`src/hw/rtl/wfdc_pkg.sv`:
```
// ----------------------------------------------------------------------------
// wfdc_pkg: shared types and constants of the wall-following drive controller
// Widths, register indexes, segment kinds, the control/result bundle and the
// wheel clamp used by the controller and its pipeline.
// ----------------------------------------------------------------------------
package wfdc_pkg;

   localparam int WALL_BITS      = 12;
   localparam int WHEEL_BITS     = 10;
   localparam int SPEED_BITS     = 9;
   localparam int TICK_BITS      = 7;
   localparam int TARGET_BITS    = 12;
   localparam int PTIMER_BITS    = 16;
   localparam int STIMER_BITS    = 32;
   localparam int SEG_LEN_BITS   = 16;
   localparam int KIND_BITS      = 2;
   localparam int CSR_INDEX_BITS = 2;
   localparam int CSR_DATA_BITS  = 12;

   // signed width that holds cruise speed plus or minus the steering term
   localparam int SUM_BITS = ((WALL_BITS > SPEED_BITS) ? WALL_BITS : SPEED_BITS) + 2;

   localparam int REQ_TDATA_BITS = ((WALL_BITS + 2 + 7) / 8) * 8;
   localparam int RSP_TDATA_BITS = 40;
   localparam int RSP_TUSER_BITS = 3;

   localparam logic [CSR_INDEX_BITS-1:0] CSR_CRUISE_SPEED        = 2'd0;
   localparam logic [CSR_INDEX_BITS-1:0] CSR_SPIN_SPEED          = 2'd1;
   localparam logic [CSR_INDEX_BITS-1:0] CSR_TICK_MS             = 2'd2;
   localparam logic [CSR_INDEX_BITS-1:0] CSR_INITIAL_WALL_TARGET = 2'd3;

   localparam logic [SPEED_BITS-1:0]  CRUISE_SPEED_RESET = 9'd150;
   localparam logic [SPEED_BITS-1:0]  SPIN_SPEED_RESET   = 9'd80;
   localparam logic [TICK_BITS-1:0]   TICK_MS_RESET      = 7'd5;
   localparam logic [TARGET_BITS-1:0] WALL_TARGET_RESET  = 12'd80;

   localparam logic [KIND_BITS-1:0] SEG_LEFT_TURN  = 2'd0;
   localparam logic [KIND_BITS-1:0] SEG_RIGHT_TURN = 2'd1;
   localparam logic [KIND_BITS-1:0] SEG_STOP       = 2'd2;

   localparam logic signed [WHEEL_BITS-1:0] WHEEL_LIMIT = 10'sd500;

   typedef struct packed {
      logic [SPEED_BITS-1:0]  cruise_speed;
      logic [SPEED_BITS-1:0]  spin_speed;
      logic [TICK_BITS-1:0]   tick_ms;
      logic [TARGET_BITS-1:0] initial_wall_target;
   } wfdc_cfg_type;

   typedef struct packed {
      logic signed [WHEEL_BITS-1:0] left_wheel_speed;
      logic signed [WHEEL_BITS-1:0] right_wheel_speed;
      logic                         segment_valid;
      logic [KIND_BITS-1:0]         segment_kind;
      logic                         run_finished;
   } wfdc_result_type;

   function automatic logic signed [WHEEL_BITS-1:0] clamp_wheel(
      input logic signed [SUM_BITS-1:0] v);
      logic signed [SUM_BITS-1:0]   lim;
      logic signed [WHEEL_BITS-1:0] r;
      lim = SUM_BITS'(WHEEL_LIMIT);
      if (v > lim) begin
         r = WHEEL_LIMIT;
      end else if (v < -lim) begin
         r = -WHEEL_LIMIT;
      end else begin
         r = v[WHEEL_BITS-1:0];
      end
      return r;
   endfunction

endpackage

```
`src/hw/rtl/wfdc_ctrl.sv`:
```
// ----------------------------------------------------------------------------
// wfdc_ctrl: drive sequencer
// Holds the run state and works out one tick per accepted beat: timers,
// phase changes, wall target tracking, steering and the segment report.
// ----------------------------------------------------------------------------
module wfdc_ctrl (
   input  logic                             clock,
   input  logic                             reset,
   input  logic                             accept,
   input  logic                             stop,
   input  logic                             bump,
   input  logic [wfdc_pkg::WALL_BITS-1:0]   wall,
   input  wfdc_pkg::wfdc_cfg_type           cfg,
   input  logic                             target_load,
   input  logic [wfdc_pkg::TARGET_BITS-1:0] target_value,
   output wfdc_pkg::wfdc_result_type        result,
   output logic [wfdc_pkg::STIMER_BITS-1:0] seg_timer
);

   localparam int W  = wfdc_pkg::WALL_BITS;
   localparam int SB = wfdc_pkg::SUM_BITS;
   localparam int PB = wfdc_pkg::PTIMER_BITS;
   localparam int TB = wfdc_pkg::STIMER_BITS;
   localparam int WB = wfdc_pkg::WHEEL_BITS;

   localparam logic [3:0] PH_FWD    = 4'd0;
   localparam logic [3:0] PH_CAL_A  = 4'd1;
   localparam logic [3:0] PH_CAL_B  = 4'd2;
   localparam logic [3:0] PH_PEAK   = 4'd3;
   localparam logic [3:0] PH_ALIGN  = 4'd4;
   localparam logic [3:0] PH_FOLLOW = 4'd5;
   localparam logic [3:0] PH_LTURN  = 4'd6;
   localparam logic [3:0] PH_LRECOV = 4'd7;
   localparam logic [3:0] PH_RTURN  = 4'd8;

   localparam logic [1:0] RT_WAIT  = 2'd0;
   localparam logic [1:0] RT_SPIN  = 2'd1;
   localparam logic [1:0] RT_DRIVE = 2'd2;

   localparam logic [W-1:0] LVL_DARK  = W'(10);
   localparam logic [W-1:0] LVL_SEEN  = W'(20);
   localparam logic [W-1:0] LVL_LOST  = W'(5);

   localparam logic [PB-1:0] LTURN_TIMEOUT = PB'(5000);
   localparam logic [PB-1:0] RECOVER_TIME  = PB'(2500);
   localparam logic [PB-1:0] RT_WAIT_TIME  = PB'(2000);
   localparam logic [PB-1:0] RT_SPIN_TIME  = PB'(2500);
   localparam logic [PB-1:0] RT_DRIVE_TIME = PB'(2200);

   // floor(x / 3) = (x * DIV3_MUL) >> (W + 2) for x below 2**W
   localparam logic [W:0] DIV3_MUL = (W+1)'((2**(W+2) + 2) / 3);

   logic [3:0]        phase_ff, phase_in;
   logic [W-1:0]      target_ff, target_in;
   logic [PB-1:0]     ptimer_ff, ptimer_in;
   logic [TB-1:0]     stimer_ff, stimer_in;
   logic [1:0]        rt_step_ff, rt_step_in;
   logic signed [WB-1:0] left_ff, left_in, right_ff, right_in;
   logic              finished_ff, finished_in;

   logic [PB:0]       ptimer_sum;
   logic [TB:0]       stimer_sum;
   logic [PB-1:0]     ptimer_adv;
   logic [TB-1:0]     stimer_adv;

   logic [W-1:0]      err_mag;
   logic              err_neg;
   logic [2*W:0]      err_prod;
   logic [SB-1:0]     err_quot;
   logic signed [SB-1:0] diff;
   logic signed [SB-1:0] cs_s, ss_s;
   logic [W+1:0]      target_x3;
   logic [W:0]        turn_level;

   logic              seg_valid;
   logic [wfdc_pkg::KIND_BITS-1:0] seg_kind;

   assign ptimer_sum = {1'b0, ptimer_ff} + (PB+1)'(cfg.tick_ms);
   assign stimer_sum = {1'b0, stimer_ff} + (TB+1)'(cfg.tick_ms);
   assign ptimer_adv = ptimer_sum[PB] ? {PB{1'b1}} : ptimer_sum[PB-1:0];
   assign stimer_adv = stimer_sum[TB] ? {TB{1'b1}} : stimer_sum[TB-1:0];

   assign err_neg  = wall > target_ff;
   assign err_mag  = err_neg ? (wall - target_ff) : (target_ff - wall);
   assign err_prod = (2*W+1)'(err_mag) * (2*W+1)'(DIV3_MUL);
   assign err_quot = SB'(err_prod[2*W:W+2]);
   assign diff     = err_neg ? -$signed(err_quot) : $signed(err_quot);

   assign cs_s = $signed(SB'(cfg.cruise_speed));
   assign ss_s = $signed(SB'(cfg.spin_speed));

   assign target_x3  = {1'b0, target_ff, 1'b0} + {2'b00, target_ff};
   assign turn_level = target_x3[W+1:1];

   always_comb begin
      phase_in    = phase_ff;
      target_in   = target_ff;
      ptimer_in   = ptimer_ff;
      stimer_in   = stimer_ff;
      rt_step_in  = rt_step_ff;
      left_in     = left_ff;
      right_in    = right_ff;
      finished_in = finished_ff;
      seg_valid   = 1'b0;
      seg_kind    = wfdc_pkg::SEG_LEFT_TURN;
      if (accept) begin
         if (finished_ff) begin
            left_in  = '0;
            right_in = '0;
         end else begin
            ptimer_in = ptimer_adv;
            stimer_in = stimer_adv;
            if (stop) begin
               seg_valid   = 1'b1;
               seg_kind    = wfdc_pkg::SEG_STOP;
               left_in     = '0;
               right_in    = '0;
               finished_in = 1'b1;
            end else begin
               unique case (phase_ff)
                  PH_FWD: begin
                     if (bump) begin
                        left_in  = wfdc_pkg::clamp_wheel(-ss_s);
                        right_in = wfdc_pkg::clamp_wheel(ss_s);
                        phase_in = PH_CAL_A;
                     end else begin
                        left_in  = wfdc_pkg::clamp_wheel(cs_s);
                        right_in = wfdc_pkg::clamp_wheel(cs_s);
                     end
                  end
                  PH_CAL_A: begin
                     if (wall <= LVL_DARK) phase_in = PH_CAL_B;
                  end
                  PH_CAL_B: begin
                     if (wall >= LVL_SEEN) phase_in = PH_PEAK;
                  end
                  PH_PEAK: begin
                     if (wall > target_ff) begin
                        target_in = wall;
                     end else if (wall < LVL_LOST) begin
                        left_in   = wfdc_pkg::clamp_wheel(ss_s);
                        right_in  = wfdc_pkg::clamp_wheel(-ss_s);
                        target_in = target_ff >> 1;
                        phase_in  = PH_ALIGN;
                     end
                  end
                  PH_ALIGN: begin
                     if (wall > target_ff) begin
                        left_in  = '0;
                        right_in = '0;
                        phase_in = PH_FOLLOW;
                     end
                  end
                  PH_FOLLOW: begin
                     if (bump) begin
                        seg_valid = 1'b1;
                        seg_kind  = wfdc_pkg::SEG_LEFT_TURN;
                        left_in   = wfdc_pkg::clamp_wheel(-ss_s);
                        right_in  = wfdc_pkg::clamp_wheel(ss_s);
                        ptimer_in = '0;
                        phase_in  = PH_LTURN;
                     end else if (wall < LVL_LOST) begin
                        left_in    = wfdc_pkg::clamp_wheel(cs_s);
                        right_in   = wfdc_pkg::clamp_wheel(cs_s);
                        ptimer_in  = '0;
                        rt_step_in = RT_WAIT;
                        phase_in   = PH_RTURN;
                     end else begin
                        left_in  = wfdc_pkg::clamp_wheel(cs_s + diff);
                        right_in = wfdc_pkg::clamp_wheel(cs_s - diff);
                     end
                  end
                  PH_LTURN: begin
                     if ({1'b0, wall} > turn_level) begin
                        left_in   = '0;
                        right_in  = '0;
                        stimer_in = '0;
                        phase_in  = PH_FOLLOW;
                     end else if (ptimer_adv > LTURN_TIMEOUT) begin
                        left_in   = wfdc_pkg::clamp_wheel(ss_s);
                        right_in  = wfdc_pkg::clamp_wheel(-ss_s);
                        ptimer_in = '0;
                        phase_in  = PH_LRECOV;
                     end
                  end
                  PH_LRECOV: begin
                     if (ptimer_adv >= RECOVER_TIME) begin
                        left_in   = '0;
                        right_in  = '0;
                        stimer_in = '0;
                        phase_in  = PH_FOLLOW;
                     end
                  end
                  PH_RTURN: begin
                     if ((wall > LVL_LOST && rt_step_ff != RT_SPIN) || bump) begin
                        phase_in = PH_FOLLOW;
                     end else if (rt_step_ff == RT_WAIT && ptimer_adv > RT_WAIT_TIME) begin
                        left_in    = wfdc_pkg::clamp_wheel(ss_s);
                        right_in   = wfdc_pkg::clamp_wheel(-ss_s);
                        ptimer_in  = '0;
                        seg_valid  = 1'b1;
                        seg_kind   = wfdc_pkg::SEG_RIGHT_TURN;
                        rt_step_in = RT_SPIN;
                     end else if (rt_step_ff == RT_SPIN && ptimer_adv > RT_SPIN_TIME) begin
                        left_in    = wfdc_pkg::clamp_wheel(cs_s);
                        right_in   = wfdc_pkg::clamp_wheel(cs_s);
                        ptimer_in  = '0;
                        stimer_in  = '0;
                        rt_step_in = RT_DRIVE;
                     end else if (rt_step_ff == RT_DRIVE && ptimer_adv > RT_DRIVE_TIME) begin
                        phase_in = PH_FOLLOW;
                     end
                  end
                  default: begin
                     phase_in = PH_FOLLOW;
                  end
               endcase
            end
         end
      end else if (target_load && phase_ff < PH_PEAK) begin
         target_in = W'(target_value);
      end
   end

   always_ff @(posedge clock) begin
      if (reset) begin
         phase_ff    <= PH_FWD;
         target_ff   <= W'(wfdc_pkg::WALL_TARGET_RESET);
         ptimer_ff   <= '0;
         stimer_ff   <= '0;
         rt_step_ff  <= RT_WAIT;
         left_ff     <= '0;
         right_ff    <= '0;
         finished_ff <= 1'b0;
      end else begin
         phase_ff    <= phase_in;
         target_ff   <= target_in;
         ptimer_ff   <= ptimer_in;
         stimer_ff   <= stimer_in;
         rt_step_ff  <= rt_step_in;
         left_ff     <= left_in;
         right_ff    <= right_in;
         finished_ff <= finished_in;
      end
   end

   assign result.left_wheel_speed  = left_in;
   assign result.right_wheel_speed = right_in;
   assign result.segment_valid     = seg_valid;
   assign result.segment_kind      = seg_kind;
   assign result.run_finished      = finished_in;
   assign seg_timer                = stimer_adv;

   a_finished_sticky: assert property (@(posedge clock) disable iff (reset)
      finished_ff |=> finished_ff)
      else $error("run left the finished state without reset");

   a_stop_finishes: assert property (@(posedge clock) disable iff (reset)
      (accept && stop) |=> (finished_ff && left_ff == '0 && right_ff == '0))
      else $error("stop beat did not park the wheels");

endmodule

```
`src/hw/rtl/wfdc_seglen.sv`:
```
// ----------------------------------------------------------------------------
// wfdc_seglen: segment length pipeline
// Multiplies elapsed time by cruise speed, then divides by 8000 through a
// reciprocal multiply, saturating at the top of the 16-bit range.
// ----------------------------------------------------------------------------
module wfdc_seglen (
   input  logic                              clock,
   input  logic                              en_product,
   input  logic                              en_length,
   input  logic                              seg_valid,
   input  logic [wfdc_pkg::STIMER_BITS-1:0]  seg_timer,
   input  logic [wfdc_pkg::SPEED_BITS-1:0]   cruise_speed,
   output logic [wfdc_pkg::SEG_LEN_BITS-1:0] seg_length
);

   localparam int PRODUCT_BITS = wfdc_pkg::STIMER_BITS + wfdc_pkg::SPEED_BITS;
   localparam int LB           = wfdc_pkg::SEG_LEN_BITS;
   // 8000 = 64 * 125; the shifted product stays below 2**23 when not saturated
   localparam int DIV_SHIFT    = 6;
   localparam int X_BITS       = 23;
   localparam int RECIP_SHIFT  = 30;
   localparam int RECIP_BITS   = 24;
   localparam int QPROD_BITS   = X_BITS + RECIP_BITS;
   localparam logic [RECIP_BITS-1:0] RECIP_125 = RECIP_BITS'(((2**RECIP_SHIFT) + 124) / 125);
   localparam logic [PRODUCT_BITS-1:0] SAT_PRODUCT = PRODUCT_BITS'(64'd65536 * 64'd8000);

   logic [PRODUCT_BITS-1:0] product_ff, product_in;
   logic                    valid_ff;
   logic [LB-1:0]           length_ff, length_in;
   logic [X_BITS-1:0]       x;
   logic [QPROD_BITS-1:0]   qprod;

   assign product_in = PRODUCT_BITS'(seg_timer) * PRODUCT_BITS'(cruise_speed);

   assign x     = product_ff[DIV_SHIFT+X_BITS-1:DIV_SHIFT];
   assign qprod = QPROD_BITS'(x) * QPROD_BITS'(RECIP_125);

   always_comb begin
      if (!valid_ff) begin
         length_in = '0;
      end else if (product_ff >= SAT_PRODUCT) begin
         length_in = {LB{1'b1}};
      end else begin
         length_in = qprod[RECIP_SHIFT+LB-1:RECIP_SHIFT];
      end
   end

   always_ff @(posedge clock) begin
      if (en_product) begin
         product_ff <= product_in;
         valid_ff   <= seg_valid;
      end
      if (en_length) begin
         length_ff <= length_in;
      end
   end

   assign seg_length = length_ff;

endmodule

```
`src/hw/rtl/wall_following_drive_controller.sv`:
```
// ----------------------------------------------------------------------------
// wall_following_drive_controller: wall-following drive sequencer
// One sensor tick in, one wheel command (with optional segment report) out.
// ----------------------------------------------------------------------------
// Takes one tick beat per clock while it has room, and returns exactly one
// result beat per tick. The beat passes the sequencer stage, the time-by-speed
// product stage and the output register; the first of these loads at the
// accepting edge itself, and rsp_tvalid rises when the beat reaches the output
// register. The run state advances at the accepting edge, so back-to-back ticks
// need no gaps; req_tready drops only when all three stages hold beats that the
// result side has not taken. Registers are to be written through csr_* only
// between runs of ticks, once the last result has been taken; the block does
// not enforce this. A tick with req_tlast high is the stop request.
module wall_following_drive_controller (
   input  logic                                   clock,
   input  logic                                   reset,
   input  logic                                   csr_we,
   input  logic [wfdc_pkg::CSR_INDEX_BITS-1:0]    csr_index,
   input  logic [wfdc_pkg::CSR_DATA_BITS-1:0]     csr_wdata,
   input  logic                                   req_tvalid,
   output logic                                   req_tready,
   // bump_left, bump_right, wall_level, zero fill
   input  logic [wfdc_pkg::REQ_TDATA_BITS-1:0]    req_tdata,
   // stop_request
   input  logic                                   req_tlast,
   output logic                                   rsp_tvalid,
   input  logic                                   rsp_tready,
   // left_wheel_speed, right_wheel_speed, segment_length, run_finished, zero fill
   output logic [wfdc_pkg::RSP_TDATA_BITS-1:0]    rsp_tdata,
   // segment_valid, segment_kind
   output logic [wfdc_pkg::RSP_TUSER_BITS-1:0]    rsp_tuser
);

   localparam int W  = wfdc_pkg::WALL_BITS;
   localparam int LB = wfdc_pkg::SEG_LEN_BITS;
   localparam int WB = wfdc_pkg::WHEEL_BITS;
   localparam int RSP_USED = 2 * WB + LB + 1;

   wfdc_pkg::wfdc_cfg_type    cfg_ff;
   wfdc_pkg::wfdc_result_type ctrl_result, s1_ff, s2_ff, rsp_ff;
   logic [wfdc_pkg::STIMER_BITS-1:0] ctrl_timer, s1_timer_ff;
   logic [LB-1:0]                    seg_length;

   logic v1_ff, v1_in, v2_ff, v2_in, rsp_valid_ff, rsp_valid_in;
   logic en1, en2, en3, accept, target_load;

   always_ff @(posedge clock) begin
      if (reset) begin
         cfg_ff.cruise_speed        <= wfdc_pkg::CRUISE_SPEED_RESET;
         cfg_ff.spin_speed          <= wfdc_pkg::SPIN_SPEED_RESET;
         cfg_ff.tick_ms             <= wfdc_pkg::TICK_MS_RESET;
         cfg_ff.initial_wall_target <= wfdc_pkg::WALL_TARGET_RESET;
      end else if (csr_we) begin
         unique case (csr_index)
            wfdc_pkg::CSR_CRUISE_SPEED:
               cfg_ff.cruise_speed <= csr_wdata[wfdc_pkg::SPEED_BITS-1:0];
            wfdc_pkg::CSR_SPIN_SPEED:
               cfg_ff.spin_speed <= csr_wdata[wfdc_pkg::SPEED_BITS-1:0];
            wfdc_pkg::CSR_TICK_MS:
               cfg_ff.tick_ms <= csr_wdata[wfdc_pkg::TICK_BITS-1:0];
            wfdc_pkg::CSR_INITIAL_WALL_TARGET:
               cfg_ff.initial_wall_target <= csr_wdata[wfdc_pkg::TARGET_BITS-1:0];
            default: ;
         endcase
      end
   end

   assign target_load = csr_we && (csr_index == wfdc_pkg::CSR_INITIAL_WALL_TARGET);

   // advance a stage when the one after it is empty or moving
   assign en3        = !rsp_valid_ff || rsp_tready;
   assign en2        = !v2_ff || en3;
   assign en1        = !v1_ff || en2;
   assign req_tready = en1;
   assign accept     = req_tvalid && en1;

   assign v1_in        = en1 ? req_tvalid : v1_ff;
   assign v2_in        = en2 ? v1_ff : v2_ff;
   assign rsp_valid_in = en3 ? v2_ff : rsp_valid_ff;

   wfdc_ctrl u_ctrl (
      .clock        (clock),
      .reset        (reset),
      .accept       (accept),
      .stop         (req_tlast),
      .bump         (req_tdata[0] | req_tdata[1]),
      .wall         (req_tdata[W+1:2]),
      .cfg          (cfg_ff),
      .target_load  (target_load),
      .target_value (csr_wdata[wfdc_pkg::TARGET_BITS-1:0]),
      .result       (ctrl_result),
      .seg_timer    (ctrl_timer)
   );

   wfdc_seglen u_seglen (
      .clock        (clock),
      .en_product   (en2),
      .en_length    (en3),
      .seg_valid    (s1_ff.segment_valid),
      .seg_timer    (s1_timer_ff),
      .cruise_speed (cfg_ff.cruise_speed),
      .seg_length   (seg_length)
   );

   always_ff @(posedge clock) begin
      if (reset) begin
         v1_ff        <= 1'b0;
         v2_ff        <= 1'b0;
         rsp_valid_ff <= 1'b0;
      end else begin
         v1_ff        <= v1_in;
         v2_ff        <= v2_in;
         rsp_valid_ff <= rsp_valid_in;
      end
   end

   always_ff @(posedge clock) begin
      if (en1) begin
         s1_ff       <= ctrl_result;
         s1_timer_ff <= ctrl_timer;
      end
      if (en2) begin
         s2_ff <= s1_ff;
      end
      if (en3) begin
         rsp_ff <= s2_ff;
      end
   end

   assign rsp_tvalid = rsp_valid_ff;
   assign rsp_tdata  = {{(wfdc_pkg::RSP_TDATA_BITS - RSP_USED){1'b0}},
                        rsp_ff.run_finished, seg_length,
                        rsp_ff.right_wheel_speed, rsp_ff.left_wheel_speed};
   assign rsp_tuser  = {rsp_ff.segment_kind, rsp_ff.segment_valid};

   a_ready_with_room: assert property (@(posedge clock) disable iff (reset)
      !(v1_ff && v2_ff && rsp_valid_ff) |-> req_tready)
      else $error("input stalled with a free pipeline stage");

   a_idle_length_zero: assert property (@(posedge clock) disable iff (reset)
      (rsp_valid_ff && !rsp_ff.segment_valid) |-> (seg_length == '0))
      else $error("segment length reported without a segment");

   a_kind_legal: assert property (@(posedge clock) disable iff (reset)
      (rsp_valid_ff && rsp_ff.segment_valid) |->
         (rsp_ff.segment_kind == wfdc_pkg::SEG_LEFT_TURN ||
          rsp_ff.segment_kind == wfdc_pkg::SEG_RIGHT_TURN ||
          rsp_ff.segment_kind == wfdc_pkg::SEG_STOP))
      else $error("illegal segment kind");

   a_wheel_range: assert property (@(posedge clock) disable iff (reset)
      rsp_valid_ff |->
         (rsp_ff.left_wheel_speed <= wfdc_pkg::WHEEL_LIMIT &&
          rsp_ff.left_wheel_speed >= -wfdc_pkg::WHEEL_LIMIT &&
          rsp_ff.right_wheel_speed <= wfdc_pkg::WHEEL_LIMIT &&
          rsp_ff.right_wheel_speed >= -wfdc_pkg::WHEEL_LIMIT))
      else $error("wheel command outside the clamp range");

endmodule

```
`config.mk`:
```
export PLATFORM = sky130hd
export DESIGN_NAME = wall_following_drive_controller
export DESIGN_NICKNAME = d
export VERILOG_FILES = /design/src/hw/rtl/wfdc_pkg.sv /design/src/hw/rtl/wfdc_ctrl.sv /design/src/hw/rtl/wfdc_seglen.sv /design/src/hw/rtl/wall_following_drive_controller.sv
export SDC_FILE = /design/constraint.sdc
export NUM_CORES = 2
export LEC_CHECK = 0
export BUFFER_PORTS_ARGS = -buffer_cell sky130_fd_sc_hd__buf_4
export CORE_AREA = 2 2 359 361
export DETAILED_ROUTE_END_ITERATION = 7
export DIE_AREA = 0 0 361 363
export PLACE_DENSITY_LB_ADDON = 0.08
export SLEW_MARGIN = 10
export SYNTH_ARGS = -nofsm -noshare
export SYNTH_HDL_FRONTEND = slang
export SYNTH_SLANG_ARGS = --single-unit
```
`constraint.sdc`:
```
create_clock -name clock -period 11.06 [get_ports clock]
set_input_delay 0.553 -clock clock [delete_from_list [all_inputs] [get_ports clock]]
set_output_delay 0.553 -clock clock [all_outputs]
set_load 0.02 [all_outputs]
```
# Yosys cells after proc, flatten, opt, wreduce, memory -nomap -nowiden
# Cells that the tools add are included.
[totals]
wordCells = 239
output_inout_bits = 45
regBits = 276
input_bits = 36
[classes]
n_bitwise = 5
mul = 3
addsub = 9
magnitude_cmp = 23
reduce_logical = 28
eq_ne = 34
muxes = 104
[ops]
columns = ["operator", "n"]
rows = [
  ["10-bit two-way mux", 40],
  ["32-bit two-way mux", 7],
  ["16-bit two-way mux", 10],
  ["10-bit case mux with 7 select lines", 2],
  ["12-bit two-way mux", 8],
  ["32-bit case mux with 3 select lines", 1],
  ["4-bit two-way mux", 15],
  ["16-bit case mux with 3 select lines", 1],
  ["23-bit by 24-bit multiplier with 46-bit output (second input constant)", 1],
  ["14-bit by 10-bit greater-than comparator with 1-bit output (second input constant)", 3],
  ["14-bit by 10-bit less-than comparator with 1-bit output (second input constant)", 3],
  ["41-bit by 29-bit >= comparator with 1-bit output (second input constant)", 1],
  ["32-bit by 9-bit multiplier with 41-bit output", 1],
  ["4-bit case mux with 9 select lines", 1],
  ["32-bit by 7-bit adder with 33-bit output", 1],
  ["16-bit by 12-bit greater-than comparator with 1-bit output (second input constant)", 2],
  ["12-bit by 12-bit multiplier with 24-bit output (second input constant)", 1],
  ["12-bit subtractor", 2],
  ["10-bit less-than comparator (second input constant)", 2],
  ["9-bit greater-than comparator (second input constant)", 2],
  ["2-bit by 1-bit inequality test with 1-bit output (second input constant)", 9],
  ["16-bit by 7-bit adder with 17-bit output", 1],
  ["4-bit by 3-bit equality test with 1-bit output (second input constant)", 4],
  ["16-bit by 12-bit >= comparator with 1-bit output (second input constant)", 1],
  ["41 further kinds", 87],
]

# Longest topological paths before layout
[depth]
ltp_word = 15
mapped_depth = 54
depth_no_buf = 52

# Modules after synthesis
# From an unflattened synthesis, not the netlist that was laid out.
[hier_totals]
hier_cells = 4220
area_unflattened_um2 = 37948.9
[by_module_without_submodules]
columns = ["module", "cells_each", "instances", "area_each_um2", "seq_area_each_um2"]
rows = [
  ["wfdc_seglen", 2012, 1, 19153.4, 1741.7],
  ["wfdc_ctrl", 1940, 1, 13999.7, 1741.7],
  ["wall_following_drive_controller", 268, 1, 4795.8, 3923.8],
]

# Worst setup path before layout
# OpenSTA, ideal clock, no wires.
[synth_timing]
path_kind = "input -> register"
from = "input port req_tdata[11] (netlist name)"
to = "register s1_ff[17] (netlist name), data pin"
arrival_time_ns = 10.676
path_stages = 49
required_time_ns = 10.797
setup_ns = 0.263
n_path_buf = 3
setup_slack_ns = 0.121
path_cell_list = "inv_1 > ha_1 > and4_1 > buf_2 > o21ai_0 > a21oi_1 > clkbuf_1 > nand3_1 > o31ai_1 > o221ai_1 > nand2_1 > nand3_1 > nand2_1 > nand2_1 > nand2_1 > nand2_1 > a221oi_1 > xnor2_1 > (+13 left out) > ha_1 > nor2_1 > xor2_1 > ha_1 > nor2b_1 > o21ai_0 > a21oi_1 > o21ai_0 > a21oi_1 > nand2b_1 > or4_1 > nor3_1 > a21oi_1 > or4_1 > o211a_2 > o2111a_1 > o31ai_2 > nand2_1"
[synth_lines]
columns = ["element", "line", "rtl"]
rows = [
  ["start, declared", "wall_following_drive_controller.sv:23", "input logic [wfdc_pkg::REQ_TDATA_BITS-1:0] req_tdata,"],
  ["end signal, assigned", "wall_following_drive_controller.sv:119", "s1_ff <= ctrl_result;"],
  ["end, declared", "wall_following_drive_controller.sv:40", "wfdc_pkg::wfdc_result_type ctrl_result, s1_ff, s2_ff, rsp_ff;"],
]

==> impl_results.md <==
* Result of the run: finished, final reports clean
* Fraction of post-synthesis cell area in the top cell type by area at 23.20%
* GR met3 Demand/Resource at 2.113%
* Synthesized area divided by synthesized cell count at 9.184 sq um
* Async set-reset flop share out of synthesis at 0%
* Count of port buffers added during placement at 75
* CTS tree: yes
* Crit-path max cell delay at 0.55 ns
* Fraction of final layout cells with drive strength greater than 1 at 10.30%
* Worst Max-Slew Pin Slew at 1.244 ns
* Pin count of the biggest net entering global routing at 66
* Die area at 131,000 sq um
* Std-Cell Rows at 131
* Number of antenna violations at the first check in global routing at 4
* Total GRT Usage at 17.04%
* Critical path data required time at 11.35 ns
* Dominant combinational cell family by area after synthesis: adder cells
* Placer's final routability congestion estimate at 0.8259
* IO Pins at 81
* Most used standard cell by instance count after synthesis: inv_1
* Share of synthesized area spent on multiplexers at 0.7057%
* Startpoint kind of the worst setup timing path: register
* Max Fanout on Critical Path at 9
* Clock buffers created by TritonCTS at 39
* Net total in the final layout at 4,913
* Distinct cell type count of the synthesized netlist at 99
* Hold buffer count at CTS at 0
* Number of DRC markers after the initial detailed-route iteration at 1,162
* Hold path depth at 2
* Seq cells post-synth at 276
* Synthesized instance count at 3,861
* Ranking of synthesized cells by area: fa_1, ha_1, edfxtp_1, dfxtp_1, inv_1
* Element type at the critical path end: register
* Detailed placer's ending HPWL at 89,480 microns
* Fraction of synthesized cell area in xor and xnor cells at 3.225%
* Wire length per cell after detailed routing at 19.52 microns
* Clock Path Buffers at 3
* Worst Hold Class: input pin to register
* Post-Synth Simple-Gate Area at 14.85%
* Starting density of the core at 27.92%
* Root buffer cell: clkbuf_16
* Via count at 27,080
* Tmin final at 10.38 ns
* Busiest metal layer after global routing: met2
* Area of the mapped netlist at 35,460 sq um
* Area fraction in compound gates after synthesis at 13.52%
* Chip Height at 363 microns
* Total global routing overflow at 0
* Final Max Slew Viols at 0
* Sequential area share after synthesis at 20.13%
* Met1 routing resource usage after global routing at 23.22%
* Total number of clock tree sinks at 276
* Most used flip-flop cell after synthesis: edfxtp_1
* DRT antenna net count at 0
* DRT Pass-1 Iters at 5
* Critical Path Slowest Stage Cell: fa_1
* Number of cells traversed by the worst register-to-register path at 44
* Clock-pin slew of the registers on the worst-case setup and hold paths at 0.06 ns
* Fin. Hold Viols at 0
* Total of endpoints with negative setup slack in the final report at 0
* Number of enable-type register cells in the synthesized netlist at 161
* Via density at 4.757
* Period Utilization, post-route at 93.86%
* Clock latency reported for the late side of the worst-skew pair at 0.60 ns
* Worst-case clock skew at 0.02348 ns
* Via count of the first global-routing pass at 28,210
* Final cell utilization of the core at 31.80%
* Routed wire length at 111,100 microns
* Total DRC errors in the routed layout at 0
* Cell repeated most along the worst path: fa_1
* Peak Freq at 96.33 MHz
* Area overhead of the layout relative to synthesis at 13.92%
* H-tree level count at 2
* Met2 Use GR at 28.70%
* Largest area contributor in the synthesized netlist: fa_1
* Max_cap viols at 0
* Category of the critical setup timing path: register to register
* Yosys warning total at 0
* Setup slack at placement at -0.1847 ns
* Horiz. Die Dim at 361 microns
* Post-Synth Adder-Cell Area at 39.72%
* Ranking of synthesized cells by instance count: inv_1, ha_1, fa_1
* Least setup slack across all paths after layout at 0.6794 ns
* CORE AREA at 127,000 sq um
* Tightest slew margin relative to the limit at 16.71%
* Global-route wire length before repair at 172,100 microns
* Arrival @ worst endpoint at 10.67 ns
-- worst paths after layout --
path | slack (ns) | start | to
worst max-delay path | 0.68 | u_ctrl.target_ff[0] | s1_ff[7]
worst max register to register | 0.68 | u_ctrl.target_ff[0] | s1_ff[7]
worst min register to register | 0.41 | s2_ff[18] | rsp_tdata[4]
worst min-delay path | 0.26 | csr_wdata[7] | cfg_ff[35]
-- cells by family after synthesis --
group,Yosys count
xor+xnor,129
buf+inv,731
simple gates,1114
compound gates,707
flops,276
fa+ha+maj,879
other cells,1
mux,24
-- sequential cells by signal (all words and copies together), names as in the netlist, 2 cells and up --
register / flops
u_seglen.product_ff: 41
s1_timer_ff: 32
u_ctrl.stimer_ff: 32
cfg_ff: 25
s1_ff: 24
s2_ff: 23
rsp_tdata: 21
u_ctrl.ptimer_ff: 16
u_seglen.seg_length: 16
u_ctrl.target_ff: 12
u_ctrl.left_ff: 10
u_ctrl.right_ff: 10
u_ctrl.phase_ff: 4
rsp_tuser: 3
u_ctrl.rt_step_ff: 2
-- cell type report --
| class | count | area, sq um |
|---|---|---|
| antenna | 2 | 5.005 |
| clock buffer | 57 | 1156 |
| clock inverter | 14 | 156.4 |
| fill | 13350 | 86630 |
| inverter | 575 | 2158 |
| multi-input combinational | 2856 | 25800 |
| sequential | 276 | 7138 |
| tap | 1662 | 2079 |
| timing repair buffer | 250 | 1906 |
-- stage by stage --
step	area (sq um)	hold slack (ns)	TNS, ns	std cells
2_1_floorplan	35470	0.4003	0	3863
3_3_place_gp	38880	0.4014	-2.396	5616
3_5_place_dp	38880	0.4045	-2.799	5616
4_1_cts	40190	0.2127	0	5687
5_1_grt	40390	0.2347	-0.1288	5690
6_report	40400	0.2611	0	5692
-- worst max-delay path, delay by kind of cell, from the launching register on --
| family | cells | cell delay (ns) |
|---|---|---|
| flip-flops | 1 | 0.39 |
| AND/OR/NAND/NOR | 11 | 2.52 |
| buffers and inverters | 8 | 0.99 |
| XOR/XNOR | 2 | 0.24 |
| adder cells (fa/ha/maj) | 8 | 3.32 |
| multiplexers | 1 | 0.28 |
| AO/OA/AOI/OAI | 14 | 2.33 |
-- per-layer routing --
layer / part of all wire [%] / wire [microns]
met1: 47 / 52660
met2: 47 / 52360
met3: 3.2 / 3540
met4: 2.3 / 2529
met5: 0.037 / 41
-- placed cells by master, fill, tap and decap left out, types with 82 or more instances in the layout --
cell and n:
inv_1 574, ha_1 467, fa_1 411, nand2_1 401, nor2_1 262, buf_4 247, a21oi_1 182, edfxtp_1 161
and2_1 126, o21ai_0 116, dfxtp_1 114, xnor2_1 82
-- repair_timing --
action | 4_1_cts | 5_1_grt
hold endpoints to repair | 0 | 0
gates resized for setup | 0 | 42
endpoints found under the setup margin | 0 | 40
buffers inserted | 0 | 3
Power is not shown: default switching activity piles up to over one toggle a cycle in this logic, so the estimate is an artifact.
